## config.mk

```make
export PLATFORM = sky130hd
export DESIGN_NAME = i2c_bit_level_master_flat
export DESIGN_NICKNAME = d
export VERILOG_FILES = /design/src/rtl/i2cbm_pkg.sv /design/src/rtl/i2cbm_if.sv /design/src/rtl/i2cbm_front.sv /design/src/rtl/i2cbm_queue.sv /design/src/rtl/i2cbm_back.sv /design/src/rtl/i2c_bit_level_master.sv /design/src/flat_wrapper.sv
export SDC_FILE = /design/constraint.sdc
export NUM_CORES = 1
export LEC_CHECK = 0
export ABC_AREA = 1
export BUFFER_PORTS_ARGS = -buffer_cell sky130_fd_sc_hd__buf_2
export CORE_MARGIN = 2
export CORE_UTILIZATION = 65
export DETAILED_ROUTE_END_ITERATION = 10
export GPL_ROUTABILITY_DRIVEN = 0
export PLACE_DENSITY = 0.85
export SLEW_MARGIN = 30
export SYNTH_ARGS = -nofsm -noshare
export SYNTH_HDL_FRONTEND = slang
export SYNTH_SLANG_ARGS = --single-unit
```

## constraint.sdc

```tcl
create_clock -name clk -period 4.1 [get_ports clk]
set_input_delay 0.41 -clock clk [delete_from_list [all_inputs] [get_ports clk]]
set_output_delay 0.41 -clock clk [all_outputs]
set_load 0.1 [all_outputs]
```

## src/rtl/i2cbm_pkg.sv

```systemverilog
// ----------------------------------------------------------------------------
// I2C bit-level master package
// Shared opcodes, command kinds and the queue entry that links the front and
// back halves of the master.
// ----------------------------------------------------------------------------
package i2cbm_pkg;

    // Bits shifted per byte transfer.
    localparam int BYTE_BITS = 8;
    localparam int BIT_IDX_W = $clog2(BYTE_BITS);
    localparam int COUNT_W   = $clog2(BYTE_BITS + 1);

    // Request opcodes as they arrive on the command channel.
    localparam logic [2:0] OP_START    = 3'd0;
    localparam logic [2:0] OP_STOP     = 3'd1;
    localparam logic [2:0] OP_WRITE    = 3'd2;
    localparam logic [2:0] OP_READ     = 3'd3;
    localparam logic [2:0] OP_SEND_ACK = 3'd4;
    localparam logic [2:0] OP_RECV_ACK = 3'd5;
    localparam logic [2:0] OP_SAMPLE   = 3'd6;

    // What the front tracks about an outstanding read.
    typedef enum logic [1:0] {
        WAIT_NONE = 2'd0,
        WAIT_BYTE = 2'd1,
        WAIT_ACK  = 2'd2
    } wait_kind_t;

    // Classified work handed to the back half.
    typedef enum logic [2:0] {
        KIND_ERROR       = 3'd0,
        KIND_START       = 3'd1,
        KIND_STOP        = 3'd2,
        KIND_WRITE       = 3'd3,
        KIND_SEND_ACK    = 3'd4,
        KIND_READ_BEGIN  = 3'd5,
        KIND_SAMPLE_MORE = 3'd6,
        KIND_SAMPLE_DONE = 3'd7
    } cmd_kind_t;

    typedef struct packed {
        cmd_kind_t              kind;
        logic                   want;     // sample_wanted shown on an error step
        logic [BYTE_BITS-1:0]   payload;  // write byte, ack level or read result
    } queue_entry_t;

endpackage

```

## src/rtl/i2cbm_if.sv

```systemverilog
// ----------------------------------------------------------------------------
// I2C bit-level master channels
// Valid/ready channels for incoming requests and outgoing line steps.
// ----------------------------------------------------------------------------
interface i2cbm_cmd_if;
    logic       valid;
    logic       ready;
    logic [2:0] op;
    logic [7:0] data_byte;
    logic       ack_bit;
    logic       sda_sample;

    modport source (output valid, op, data_byte, ack_bit, sda_sample, input ready);
    modport sink   (input valid, op, data_byte, ack_bit, sda_sample, output ready);
endinterface

interface i2cbm_step_if;
    logic       valid;
    logic       ready;
    logic       scl;
    logic       sda;
    logic       sample_wanted;
    logic [7:0] read_value;
    logic       read_valid;
    logic       error;
    logic       last;

    modport source (output valid, scl, sda, sample_wanted, read_value, read_valid,
                    error, last, input ready);
    modport sink   (input valid, scl, sda, sample_wanted, read_value, read_valid,
                    error, last, output ready);
endinterface

```

## src/rtl/i2cbm_front.sv

```systemverilog
// ----------------------------------------------------------------------------
// I2C bit-level master front end
// Accepts requests, tracks the read phase and classifies each request into
// one queued command for the back end.
// ----------------------------------------------------------------------------
module i2cbm_front (
    input  logic                   clk,
    input  logic                   rst_n,
    i2cbm_cmd_if.sink              cmd,
    input  logic                   full,
    output logic                   push,
    output i2cbm_pkg::queue_entry_t entry
);

    i2cbm_pkg::wait_kind_t                   wait_reg, wait_next;
    logic [i2cbm_pkg::COUNT_W-1:0]           count_reg, count_next, count_inc;
    logic [i2cbm_pkg::BYTE_BITS-1:0]         shift_reg, shift_next, shift_in;

    assign cmd.ready = !full;
    assign push      = cmd.valid && !full;

    always_comb
    begin
        entry.kind    = i2cbm_pkg::KIND_ERROR;
        entry.want    = (wait_reg != i2cbm_pkg::WAIT_NONE);
        entry.payload = '0;
        wait_next     = wait_reg;
        count_next    = count_reg;
        shift_next    = shift_reg;
        count_inc     = count_reg + 1'b1;
        shift_in      = {shift_reg[i2cbm_pkg::BYTE_BITS-2:0], cmd.sda_sample};

        if (wait_reg == i2cbm_pkg::WAIT_NONE)
        begin
            unique case (cmd.op)
                i2cbm_pkg::OP_START:
                begin
                    entry.kind = i2cbm_pkg::KIND_START;
                end
                i2cbm_pkg::OP_STOP:
                begin
                    entry.kind = i2cbm_pkg::KIND_STOP;
                end
                i2cbm_pkg::OP_WRITE:
                begin
                    entry.kind    = i2cbm_pkg::KIND_WRITE;
                    entry.payload = cmd.data_byte;
                end
                i2cbm_pkg::OP_READ:
                begin
                    entry.kind = i2cbm_pkg::KIND_READ_BEGIN;
                    wait_next  = i2cbm_pkg::WAIT_BYTE;
                    count_next = '0;
                    shift_next = '0;
                end
                i2cbm_pkg::OP_SEND_ACK:
                begin
                    entry.kind    = i2cbm_pkg::KIND_SEND_ACK;
                    entry.payload = {{(i2cbm_pkg::BYTE_BITS-1){1'b0}}, cmd.ack_bit};
                end
                i2cbm_pkg::OP_RECV_ACK:
                begin
                    entry.kind = i2cbm_pkg::KIND_READ_BEGIN;
                    wait_next  = i2cbm_pkg::WAIT_ACK;
                end
                default:
                begin
                    // An unasked sample or an unused opcode stays an error.
                    entry.kind = i2cbm_pkg::KIND_ERROR;
                end
            endcase
        end
        else if (cmd.op == i2cbm_pkg::OP_SAMPLE)
        begin
            entry.want = 1'b0;
            if (wait_reg == i2cbm_pkg::WAIT_BYTE)
            begin
                shift_next = shift_in;
                count_next = count_inc;
                if (count_inc < i2cbm_pkg::COUNT_W'(i2cbm_pkg::BYTE_BITS))
                begin
                    entry.kind = i2cbm_pkg::KIND_SAMPLE_MORE;
                end
                else
                begin
                    entry.kind    = i2cbm_pkg::KIND_SAMPLE_DONE;
                    entry.payload = shift_in;
                    wait_next     = i2cbm_pkg::WAIT_NONE;
                end
            end
            else
            begin
                entry.kind    = i2cbm_pkg::KIND_SAMPLE_DONE;
                entry.payload = {{(i2cbm_pkg::BYTE_BITS-1){1'b0}}, cmd.sda_sample};
                wait_next     = i2cbm_pkg::WAIT_NONE;
            end
        end
    end

    always_ff @(posedge clk or negedge rst_n)
    begin
        if (!rst_n)
        begin
            wait_reg  <= i2cbm_pkg::WAIT_NONE;
            count_reg <= '0;
            shift_reg <= '0;
        end
        else if (push)
        begin
            wait_reg  <= wait_next;
            count_reg <= count_next;
            shift_reg <= shift_next;
        end
    end

endmodule

```

## src/rtl/i2cbm_queue.sv

```systemverilog
// ----------------------------------------------------------------------------
// I2C bit-level master command queue
// Small FIFO of classified commands between the front and back ends.
// ----------------------------------------------------------------------------
module i2cbm_queue #(
    parameter int DEPTH = 4
) (
    input  logic                    clk,
    input  logic                    rst_n,
    input  logic                    push,
    input  i2cbm_pkg::queue_entry_t push_entry,
    output logic                    full,
    output logic                    head_valid,
    output i2cbm_pkg::queue_entry_t head,
    input  logic                    pop
);

    localparam int PTR_W = (DEPTH > 1) ? $clog2(DEPTH) : 1;
    localparam int CNT_W = $clog2(DEPTH + 1);

    i2cbm_pkg::queue_entry_t slots [DEPTH];
    logic [PTR_W-1:0] wr_ptr_reg, rd_ptr_reg;
    logic [CNT_W-1:0] count_reg;
    logic             do_push, do_pop;

    assign full       = (count_reg == CNT_W'(DEPTH));
    assign head_valid = (count_reg != '0);
    assign head       = slots[rd_ptr_reg];
    assign do_push    = push && !full;
    assign do_pop     = pop && head_valid;

    always_ff @(posedge clk)
    begin
        if (do_push)
        begin
            slots[wr_ptr_reg] <= push_entry;
        end
    end

    always_ff @(posedge clk or negedge rst_n)
    begin
        if (!rst_n)
        begin
            wr_ptr_reg <= '0;
            rd_ptr_reg <= '0;
            count_reg  <= '0;
        end
        else
        begin
            if (do_push)
            begin
                wr_ptr_reg <= (wr_ptr_reg == PTR_W'(DEPTH - 1)) ? '0 : wr_ptr_reg + 1'b1;
            end
            if (do_pop)
            begin
                rd_ptr_reg <= (rd_ptr_reg == PTR_W'(DEPTH - 1)) ? '0 : rd_ptr_reg + 1'b1;
            end
            if (do_push && !do_pop)
            begin
                count_reg <= count_reg + 1'b1;
            end
            else if (do_pop && !do_push)
            begin
                count_reg <= count_reg - 1'b1;
            end
        end
    end

endmodule

```

## src/rtl/i2cbm_back.sv

```systemverilog
// ----------------------------------------------------------------------------
// I2C bit-level master back end
// Plays each queued command out as a run of SCL/SDA steps into an output register,
// one per cycle while the step sink keeps up.
// ----------------------------------------------------------------------------
module i2cbm_back (
    input  logic                    clk,
    input  logic                    rst_n,
    input  logic                    head_valid,
    input  i2cbm_pkg::queue_entry_t head,
    output logic                    pop,
    i2cbm_step_if.source            step
);

    logic                              scl_reg, sda_reg, scl_next, sda_next;
    logic [1:0]                        phase_reg, phase_next;
    logic [i2cbm_pkg::BIT_IDX_W-1:0]   bit_reg, bit_next;
    logic                              out_valid_reg;
    logic                              want_next, rvalid_next, err_next, last_next;
    logic [i2cbm_pkg::BYTE_BITS-1:0]   value_next;
    logic                              advance;

    logic                              want_reg, rvalid_reg, err_reg, last_reg;
    logic [i2cbm_pkg::BYTE_BITS-1:0]   value_reg;

    assign advance = head_valid && (!out_valid_reg || step.ready);
    assign pop     = advance && last_next;

    always_comb
    begin
        scl_next    = scl_reg;
        sda_next    = sda_reg;
        want_next   = 1'b0;
        value_next  = '0;
        rvalid_next = 1'b0;
        err_next    = 1'b0;
        last_next   = 1'b0;

        unique case (head.kind)
            i2cbm_pkg::KIND_START:
            begin
                case (phase_reg)
                    2'd0:    sda_next = 1'b1;
                    2'd1:    scl_next = 1'b1;
                    2'd2:    sda_next = 1'b0;
                    default:
                    begin
                        scl_next  = 1'b0;
                        last_next = 1'b1;
                    end
                endcase
            end
            i2cbm_pkg::KIND_STOP:
            begin
                case (phase_reg)
                    2'd0:    sda_next = 1'b0;
                    2'd1:    scl_next = 1'b1;
                    default:
                    begin
                        sda_next  = 1'b1;
                        last_next = 1'b1;
                    end
                endcase
            end
            i2cbm_pkg::KIND_WRITE:
            begin
                case (phase_reg)
                    2'd0:
                    begin
                        sda_next = head.payload[
                            i2cbm_pkg::BIT_IDX_W'(i2cbm_pkg::BYTE_BITS - 1) - bit_reg];
                    end
                    2'd1:    scl_next = 1'b1;
                    default:
                    begin
                        scl_next  = 1'b0;
                        last_next = (bit_reg ==
                                     i2cbm_pkg::BIT_IDX_W'(i2cbm_pkg::BYTE_BITS - 1));
                    end
                endcase
            end
            i2cbm_pkg::KIND_SEND_ACK:
            begin
                case (phase_reg)
                    2'd0:    sda_next = head.payload[0];
                    2'd1:    scl_next = 1'b1;
                    default:
                    begin
                        scl_next  = 1'b0;
                        last_next = 1'b1;
                    end
                endcase
            end
            i2cbm_pkg::KIND_READ_BEGIN:
            begin
                if (phase_reg == 2'd0)
                begin
                    sda_next = 1'b1;
                end
                else
                begin
                    scl_next  = 1'b1;
                    want_next = 1'b1;
                    last_next = 1'b1;
                end
            end
            i2cbm_pkg::KIND_SAMPLE_MORE:
            begin
                if (phase_reg == 2'd0)
                begin
                    scl_next = 1'b0;
                end
                else
                begin
                    scl_next  = 1'b1;
                    want_next = 1'b1;
                    last_next = 1'b1;
                end
            end
            i2cbm_pkg::KIND_SAMPLE_DONE:
            begin
                scl_next    = 1'b0;
                value_next  = head.payload;
                rvalid_next = 1'b1;
                last_next   = 1'b1;
            end
            i2cbm_pkg::KIND_ERROR:
            begin
                want_next = head.want;
                err_next  = 1'b1;
                last_next = 1'b1;
            end
        endcase

        if (last_next)
        begin
            phase_next = 2'd0;
            bit_next   = '0;
        end
        else if (head.kind == i2cbm_pkg::KIND_WRITE && phase_reg == 2'd2)
        begin
            phase_next = 2'd0;
            bit_next   = bit_reg + 1'b1;
        end
        else
        begin
            phase_next = phase_reg + 1'b1;
            bit_next   = bit_reg;
        end
    end

    always_ff @(posedge clk or negedge rst_n)
    begin
        if (!rst_n)
        begin
            scl_reg       <= 1'b1;
            sda_reg       <= 1'b1;
            phase_reg     <= 2'd0;
            bit_reg       <= '0;
            out_valid_reg <= 1'b0;
        end
        else
        begin
            if (advance)
            begin
                scl_reg       <= scl_next;
                sda_reg       <= sda_next;
                phase_reg     <= phase_next;
                bit_reg       <= bit_next;
                out_valid_reg <= 1'b1;
            end
            else if (step.ready)
            begin
                out_valid_reg <= 1'b0;
            end
        end
    end

    always_ff @(posedge clk)
    begin
        if (advance)
        begin
            want_reg   <= want_next;
            value_reg  <= value_next;
            rvalid_reg <= rvalid_next;
            err_reg    <= err_next;
            last_reg   <= last_next;
        end
    end

    assign step.valid         = out_valid_reg;
    assign step.scl           = scl_reg;
    assign step.sda           = sda_reg;
    assign step.sample_wanted = want_reg;
    assign step.read_value    = value_reg;
    assign step.read_valid    = rvalid_reg;
    assign step.error         = err_reg;
    assign step.last          = last_reg;

endmodule

```

## src/rtl/i2c_bit_level_master.sv

```systemverilog
// Path: the first line step of a request enters the command queue when the request is
// accepted, then the back end's output register, which offers it on the step channel.
// Throughput: one line step per cycle from the back end while the step sink keeps up; a write
// byte is 24 line steps, start 4, stop and send ack 3, and reads, samples and errors 1 to 2;
// the front takes a request per cycle until the command queue of QUEUE_DEPTH entries is full.
// Reset: rst_n clears asynchronously; SCL and SDA return released high, no read pending.
// ----------------------------------------------------------------------------
// I2C bit-level master
// Command-driven master that turns start, stop, byte and ack requests into
// runs of SCL/SDA line steps and collects sampled SDA levels for reads.
// ----------------------------------------------------------------------------
module i2c_bit_level_master #(
    parameter int QUEUE_DEPTH = 4
) (
    input  logic         clk,
    input  logic         rst_n,
    i2cbm_cmd_if.sink    cmd,
    i2cbm_step_if.source step
);

    // The front end keeps its own copy of the read phase (pending read kind,
    // bits received, bits so far). The phase depends only on the order of
    // requests, so every request is classified the moment it is accepted,
    // including errors for out-of-phase requests and the final byte value.
    i2cbm_pkg::queue_entry_t push_entry;
    i2cbm_pkg::queue_entry_t head;
    logic                    push;
    logic                    full;
    logic                    head_valid;
    logic                    pop;

    i2cbm_front u_front (
        .clk   (clk),
        .rst_n (rst_n),
        .cmd   (cmd),
        .full  (full),
        .push  (push),
        .entry (push_entry)
    );

    // Classified commands wait here so that a stalled step sink does not hold
    // off new requests until the queue is full, and an idle request side does
    // not starve the back end while it plays out a long write.
    i2cbm_queue #(
        .DEPTH (QUEUE_DEPTH)
    ) u_queue (
        .clk        (clk),
        .rst_n      (rst_n),
        .push       (push),
        .push_entry (push_entry),
        .full       (full),
        .head_valid (head_valid),
        .head       (head),
        .pop        (pop)
    );

    // The back end owns the actual line levels. Error steps repeat the
    // current lines, which are exact because commands execute in order.
    i2cbm_back u_back (
        .clk        (clk),
        .rst_n      (rst_n),
        .head_valid (head_valid),
        .head       (head),
        .pop        (pop),
        .step       (step)
    );

endmodule

```

## src/flat_wrapper.sv

```systemverilog
// flat-port wrapper written by rule: the top's interface ports become plain ports
module i2c_bit_level_master_flat 
#(
    parameter int QUEUE_DEPTH = 4
)
  (clk, rst_n, cmd_valid, cmd_op, cmd_data_byte, cmd_ack_bit, cmd_sda_sample, cmd_ready, step_valid, step_scl, step_sda, step_sample_wanted, step_read_value, step_read_valid, step_error, step_last, step_ready);
  i2cbm_cmd_if cmd_i ();
  i2cbm_step_if step_i ();
  input  logic clk;
  input  logic rst_n;
  input wire logic [$bits(cmd_i.valid)-1:0] cmd_valid;
  input wire logic [$bits(cmd_i.op)-1:0] cmd_op;
  input wire logic [$bits(cmd_i.data_byte)-1:0] cmd_data_byte;
  input wire logic [$bits(cmd_i.ack_bit)-1:0] cmd_ack_bit;
  input wire logic [$bits(cmd_i.sda_sample)-1:0] cmd_sda_sample;
  output wire logic [$bits(cmd_i.ready)-1:0] cmd_ready;
  output wire logic [$bits(step_i.valid)-1:0] step_valid;
  output wire logic [$bits(step_i.scl)-1:0] step_scl;
  output wire logic [$bits(step_i.sda)-1:0] step_sda;
  output wire logic [$bits(step_i.sample_wanted)-1:0] step_sample_wanted;
  output wire logic [$bits(step_i.read_value)-1:0] step_read_value;
  output wire logic [$bits(step_i.read_valid)-1:0] step_read_valid;
  output wire logic [$bits(step_i.error)-1:0] step_error;
  output wire logic [$bits(step_i.last)-1:0] step_last;
  input wire logic [$bits(step_i.ready)-1:0] step_ready;
  assign cmd_i.valid = cmd_valid;
  assign cmd_i.op = cmd_op;
  assign cmd_i.data_byte = cmd_data_byte;
  assign cmd_i.ack_bit = cmd_ack_bit;
  assign cmd_i.sda_sample = cmd_sda_sample;
  assign cmd_ready = cmd_i.ready;
  assign step_valid = step_i.valid;
  assign step_scl = step_i.scl;
  assign step_sda = step_i.sda;
  assign step_sample_wanted = step_i.sample_wanted;
  assign step_read_value = step_i.read_value;
  assign step_read_valid = step_i.read_valid;
  assign step_error = step_i.error;
  assign step_last = step_i.last;
  assign step_i.ready = step_ready;
  i2c_bit_level_master #(.QUEUE_DEPTH(QUEUE_DEPTH)) u_core (.clk(clk), .rst_n(rst_n), .cmd(cmd_i), .step(step_i));
endmodule
```

==> reports/qor.txt, run 1 <==
Final Hold Viols - 0
Worst setup path end - u_core.u_queue.count_reg[2]$_DFFE_PN0P_
Synth Cell Area - 0.00438 mm^2
First-pass GRT wire length - 14,500 um
Synth Register Bits - 88
Top cell type by total area after synthesis - edfxtp_1
Buffers & Inverters on Critical Path - 2
Metal-1 WL - 3640 um
Crit path max-delay family - flip-flops
Register area share after synthesis - 57.2%
R2R Setup Slk - 0.98 ns
Worst-Skew Late Latency - 0.35 ns
First-pass DRT Iterations - 5
Synth area leaders - edfxtp_1, dfrtp_1, nand2_1
Initial antenna violation count - 0
Via count - 3,250
Core ar. - 0.00642 mm^2
Number of global-route vias before repair - 3,130
Detailed Route WL - 8730 um
Post-synth EDFFs - 60
Primary FF master, synth - edfxtp_1
Max-cap viol count - 0
Critical Path RT - 4.32 ns
Final setup violation count - 0
Worst Hold Class - in2async
Worst Reg-to-Reg Cells - 14
Fmax achieved - 0.321 GHz
RSZ-0062 raised after global routing - false
Crit path kind - reg2reg
Crit path capture type - flip-flop
Setup Skew - 0.00714 ns
Final Cycle Share - 76.1%
DR iter-0 viols - 232
Layout Nets - 518
Syn_area_per_cell - 9.58 um^2
Reg clk slew, reported paths - 0.09 ns
Die width - 86.1 um
Largest net degree at the start of global routing - 32
Syn_nets - 484
Die area - 0.00741 mm^2
Wire per inst - 15.2 um
Post-synth top area share - 41.2%
Post-DP HPWL - 6230 um
PortBufs - 32
Routed Antenna Nets - 0
Antenna diode instance count - 0
Pins Over Slew Limit - 0
Largest register FFs - 48
Status - finished clean
Die H - 86.1 um
CP max-delay cell - dfrtp_1
Layout Area Growth over Synthesis - 10.2%
Grt ovf - 0
Relative slew slack - 42.4%
CP max stage delay - 0.84 ns
Crit-path cells - inv_4 > nand3_1 > nand2_2 > nand3_1 > nand2_1 > a21oi_1 > nand2_2 > nand3_4 > ha_1 > inv_1 > fa_1 > a21oi_1 > o21ai_0 > xor2_1
Arr. time, crit path - 3.34 ns
Tmin final - 3.12 ns
Worst r2r src - u_core.u_queue.rd_ptr_reg[1]$_DFFE_PN0P_
Asr flop ratio synth - 31.8%
Final setup TNS - 0 ns
Io pins - 33
Max clock buf depth - 2
CTS root buffer - clkbuf_8
Num CTS Buffers - 9
Num rows - 29
CTS tree - yes
DRC viols - 0
CTS Sinks - 88
Crit start category - flip-flop
CP Max Fanout - 20
Post-CTS Setup Inserts - 0
Crit Reg-Reg Endpoint - u_core.u_queue.count_reg[2]$_DFFE_PN0P_
Synth warn - 0
Initial core utilization - 68.1%
Critical Path Start - u_core.u_queue.rd_ptr_reg[1]$_DFFE_PN0P_
Post-synthesis cell type count - 44
Measured slew at the worst slew-check pin - 0.860 ns
Share of layout cells above drive strength 1 - 17.9%
# fillers - 431
CTS Hold Buffers Added - 0
Via-to-Cell Ratio - 5.67
DR top layer - met4
WP depth - 14
Met2 WL post-DR - 4410 um
Cts repair resizes - 0
GR Util All Layers - 25.4%
Synth Instances - 457
Met3 wire len - 460 um
H-tree depth - 3
==> synthesized netlist by cell type, types with 6 or more instances <==
cell type	number
nand2_1	104
edfxtp_1	60
inv_1	57
nand3_1	50
nor2_1	42
dfrtp_1	26
o21ai_0	14
a21oi_1	9
ha_1	9
nand2_2	9
o22ai_1	8
o31ai_1	7
o21ai_1	6
==> layout by cell type, fill, tap and decap left out, types with 3 or more instances in the layout <==
cell type	synthesis	final
o21ai_0	14	14
o31ai_1	7	7
nand2_1	104	104
nand2_2	9	9
o21ai_1	6	6
a21oi_1	9	9
inv_2	3	3
edfxtp_1	60	60
nor2_1	42	38
ha_1	9	9
nand3_1	50	50
inv_6	0	3
xor2_1	4	4
inv_1	57	57
nor2_2	3	7
dfrtp_1	26	26
buf_2	4	32
o22ai_1	8	8
nand4_1	4	4
nand3_2	4	4
clkbuf_8	0	9
==> how the worst min path moves through the flow <==
| stage | from | to | slack (ns) | depth (start not counted) |
|---|---|---|---|---|
| floorplan | rst_n | u_core.u_back.bit_reg[0]$_DFFE_PN0P_ | 0.11 | 0 |
| global placement | rst_n | u_core.u_back.phase_reg[1]$_DFFE_PN0P_ | 0.46 | 1 |
| detailed placement | rst_n | u_core.u_back.phase_reg[1]$_DFFE_PN0P_ | 0.47 | 1 |
| CTS | rst_n | u_core.u_back.phase_reg[1]$_DFFE_PN0P_ | 0.09 | 1 |
| global route | rst_n | u_core.u_back.phase_reg[1]$_DFFE_PN0P_ | 0.11 | 1 |
| finish | rst_n | u_core.u_queue.rd_ptr_reg[1]$_DFFE_PN0P_ | 0.07 | 1 |
==> area by class of cell <==
class / count / area (um^2) / share of cell area (%)
clock buffer: 11 / 174 / 3.60
sequential: 88 / 2500 / 51.9
tap: 77 / 96.3 / 2.00
timing repair buffer: 34 / 175 / 3.63
inverter: 62 / 240 / 4.98
multi-input combinational: 296 / 1570 / 32.5
clock inverter: 5 / 65.1 / 1.35
==> logic make-up after synthesis <==
group           Yosys count  synth area share (%)
xor+xnor                  6                  1.20
compound gates           52                  7.38
simple gates            228                  23.8
flops                    88                  57.2
buf+inv                  73                  7.40
fa+ha+maj                10                  3.03
==> per-stage QoR <==
stage | instances | worst slack (ns) | util, % | hold WS (ns) | cell area, um^2
floorplan | 457 | 1.19 | - | 0.114 | 4380
global placement | 557 | 1.21 | 71.2 | 0.460 | 4570
detailed placement | 557 | 1.05 | 71.3 | 0.467 | 4580
CTS | 573 | 1.02 | 75.0 | 0.0872 | 4820
global route | 573 | 0.769 | 75.1 | 0.109 | 4820
finish | 573 | 0.981 | 75.1 | 0.0728 | 4820
==> layer usage <==
layer | vias to the layer above | global-route usage (%)
met1 | 1521 | 32.3
met3 | 21 | 5.29
met4 | 0 | 10.8
li1 | 1588 | -
met2 | 120 | 42.4
met5 | - | 0
Power of run 1 is left out: the tool's default activity adds up to more than one toggle a clock period on the data nets, which glitch-free logic cannot reach.
==> run 2, diff against run 1 <==
Settings changed: CORE_UTILIZATION 65 to 60, PLACE_DENSITY 0.85 to 0.8.
Clock period 4.1 ns to 2.9 ns, I/O delays scaled along.
==> run 2 against run 1 <==
Critical endpoint unchanged; design area grew 1.4%; die area grew 7.9%; worst setup slack lost 0.81 ns; largest cell class unchanged; register-to-register slack lost 0.81 ns; global-route usage shrank 2.8 points.
==> reports/qor.txt, run 2 (synthesis gave the netlist of run 1 again) <==
Die area - 0.00799 mm^2
CTS Sinks - 88
Crit-path cells - inv_2 > nand2_1 > nand2_1 > nand2_1 > nand2_1 > nand2_1 > nor2_1 > o21ai_1 > nand3_4 > ha_1 > inv_1 > fa_1 > a21oi_1 > o21ai_0 > xor2_1
Crit start category - flip-flop
Crit path capture type - flip-flop
Critical Path Start - u_core.u_queue.rd_ptr_reg[0]$_DFFE_PN0P_
First-pass DRT Iterations - 4
Crit path max-delay family - simple AND/OR/NAND/NOR gates
Num CTS Buffers - 9
Worst Hold Launch - cmd_sda_sample
CTS root buffer - clkbuf_8
Fmax achieved - 0.367 GHz
PortBufs - 32
Leak - 2.20 nW
Crit path kind - reg2reg
DR iter-0 viols - 225
Core ar. - 0.00718 mm^2
Worst-Skew Late Latency - 0.36 ns
Grt ovf - 0
Final Hold Viols - 0
First-pass GRT wire length - 13,400 um
Share of layout cells above drive strength 1 - 18.5%
Arr. time, crit path - 2.97 ns
Initial core utilization - 61.0%
Final setup TNS - 0 ns
Max clock buf depth - 2
Die width - 89.4 um
Via-to-Cell Ratio - 5.42
H-tree depth - 3
Measured slew at the worst slew-check pin - 0.677 ns
Commonest cells after routing, fill and taps aside - nand2_1, edfxtp_1, inv_1
# fillers - 543
Setup slack after layout - 0.172 ns
Number of global-route vias before repair - 2,884
Layout Nets - 529
Relative slew slack - 54.5%
Place WS - 0.217 ns
CTS tree - yes
CP max stage delay - 0.45 ns
Final Cycle Share - 94.1%
Final setup violation count - 0
Num rows - 31
Reg clk slew, reported paths - 0.09 ns
Post-DP HPWL - 6180 um
Most frequent CP cell - nand2_1
RSZ-0062 raised after global routing - false
CP max-delay cell - dfrtp_1
Worst VDD drop - 0.468 mV
Die H - 89.4 um
Worst hold slack - 0.249 ns
Tmin final - 2.73 ns
Wire per inst - 14.2 um
DRC viols - 0
Commonest non-fill, non-tap cell in the layout - nand2_1
Buffers & Inverters on Critical Path - 2
Total power - 6.01 mW
GR Util All Layers - 22.6%
Detailed Route WL - 8600 um
Initial antenna violation count - 0
Pins Over Slew Limit - 0
Worst Hold Class - in2reg
Status - finished clean
Cts repair resizes - 0
Via count - 3,287
Largest net degree at the start of global routing - 29
Max-cap viol count - 0
Critical Path RT - 3.14 ns
Power Density - 1230 mW/mm^2
CP Max Fanout - 13
Setup Skew - 0.00732 ns
Layout Area Growth over Synthesis - 11.8%
Io pins - 33
Worst r2r src - u_core.u_queue.rd_ptr_reg[0]$_DFFE_PN0P_
Antenna diode instance count - 0
Routed Antenna Nets - 0
Largest register FFs - 48
[run 2: cell count changes in the layout (fill, tap and decap cells not counted), sizes merged]
cell         change
dlygate4sd3      +1
clkinv           +1
inv              -2
buf             +10
clkinvlp         +1
[run 2: worst paths after layout]
check	endpoint	slack, ns	cells past startpoint
min reg2reg	u_core.u_back.step.scl$_DFFE_PN1P_	0.48	2
max in group asynchronous	u_core.u_front.wait_reg[1]$_DFFE_PN0P_	1.95	2
max	u_core.u_queue.count_reg[2]$_DFFE_PN0P_	0.17	15
min in group asynchronous	u_core.u_back.phase_reg[0]$_DFFE_PN0P_	0.51	2
min	u_core.u_front.shift_reg[0]$_DFFE_PN0P_	0.25	3
max reg2reg	u_core.u_queue.count_reg[2]$_DFFE_PN0P_	0.17	15
[run 2: what timing repair did]
item | CTS | global route
hold buffers | 1 | 0
endpoints found under the hold margin | 26 | 0
buffers inserted | 0 | 0
[run 2: layout make-up]
class | instances | area [um^2] | share of cell area [%]
multi-input cells | 296 | 1560 | 31.9
repair buffers | 45 | 260 | 5.32
well taps | 99 | 124 | 2.53
clock buffers | 11 | 141 | 2.89
inverters | 62 | 240 | 4.91
clock inverters | 5 | 63.8 | 1.30
flip-flops and latches | 88 | 2500 | 51.2
[run 2: tightest hold or removal path: cells and delay by family]
family                 cells  cell delay, ns
AO/OA/AOI/OAI              1            0.10
buffers and inverters      2            0.17
[run 2: where the power goes]
group          switching [mW]  internal (mW)  total (mW)  leakage (nW)
clock network           0.442          0.428       0.871         0.100
registers               0.186           1.83        2.02         0.934
logic                    2.32          0.801        3.12          1.17
total                    2.95           3.06        6.01          2.20
[run 2: metrics by stage]
stage               utilization (%)  cells  instance area (um^2)
floorplan                         -    457                  4380
global placement               65.2    589                  4680
detailed placement             65.2    589                  4680
CTS                            68.2    606                  4890
global route                   68.2    606                  4890
finish                         68.2    606                  4890
[run 2: layer usage]
| metal | track usage [%] | part of all wire [%] | routed length, um |
|---|---|---|---|
| met3 | 3.97 | 4.4 | 380 |
| met2 | 36.2 | 48 | 4170 |
| met5 | 0 | 0 | 0 |
| met4 | 10.9 | 2.7 | 229 |
| met1 | 30.0 | 44 | 3820 |
(Power assumes the default switching activity.)
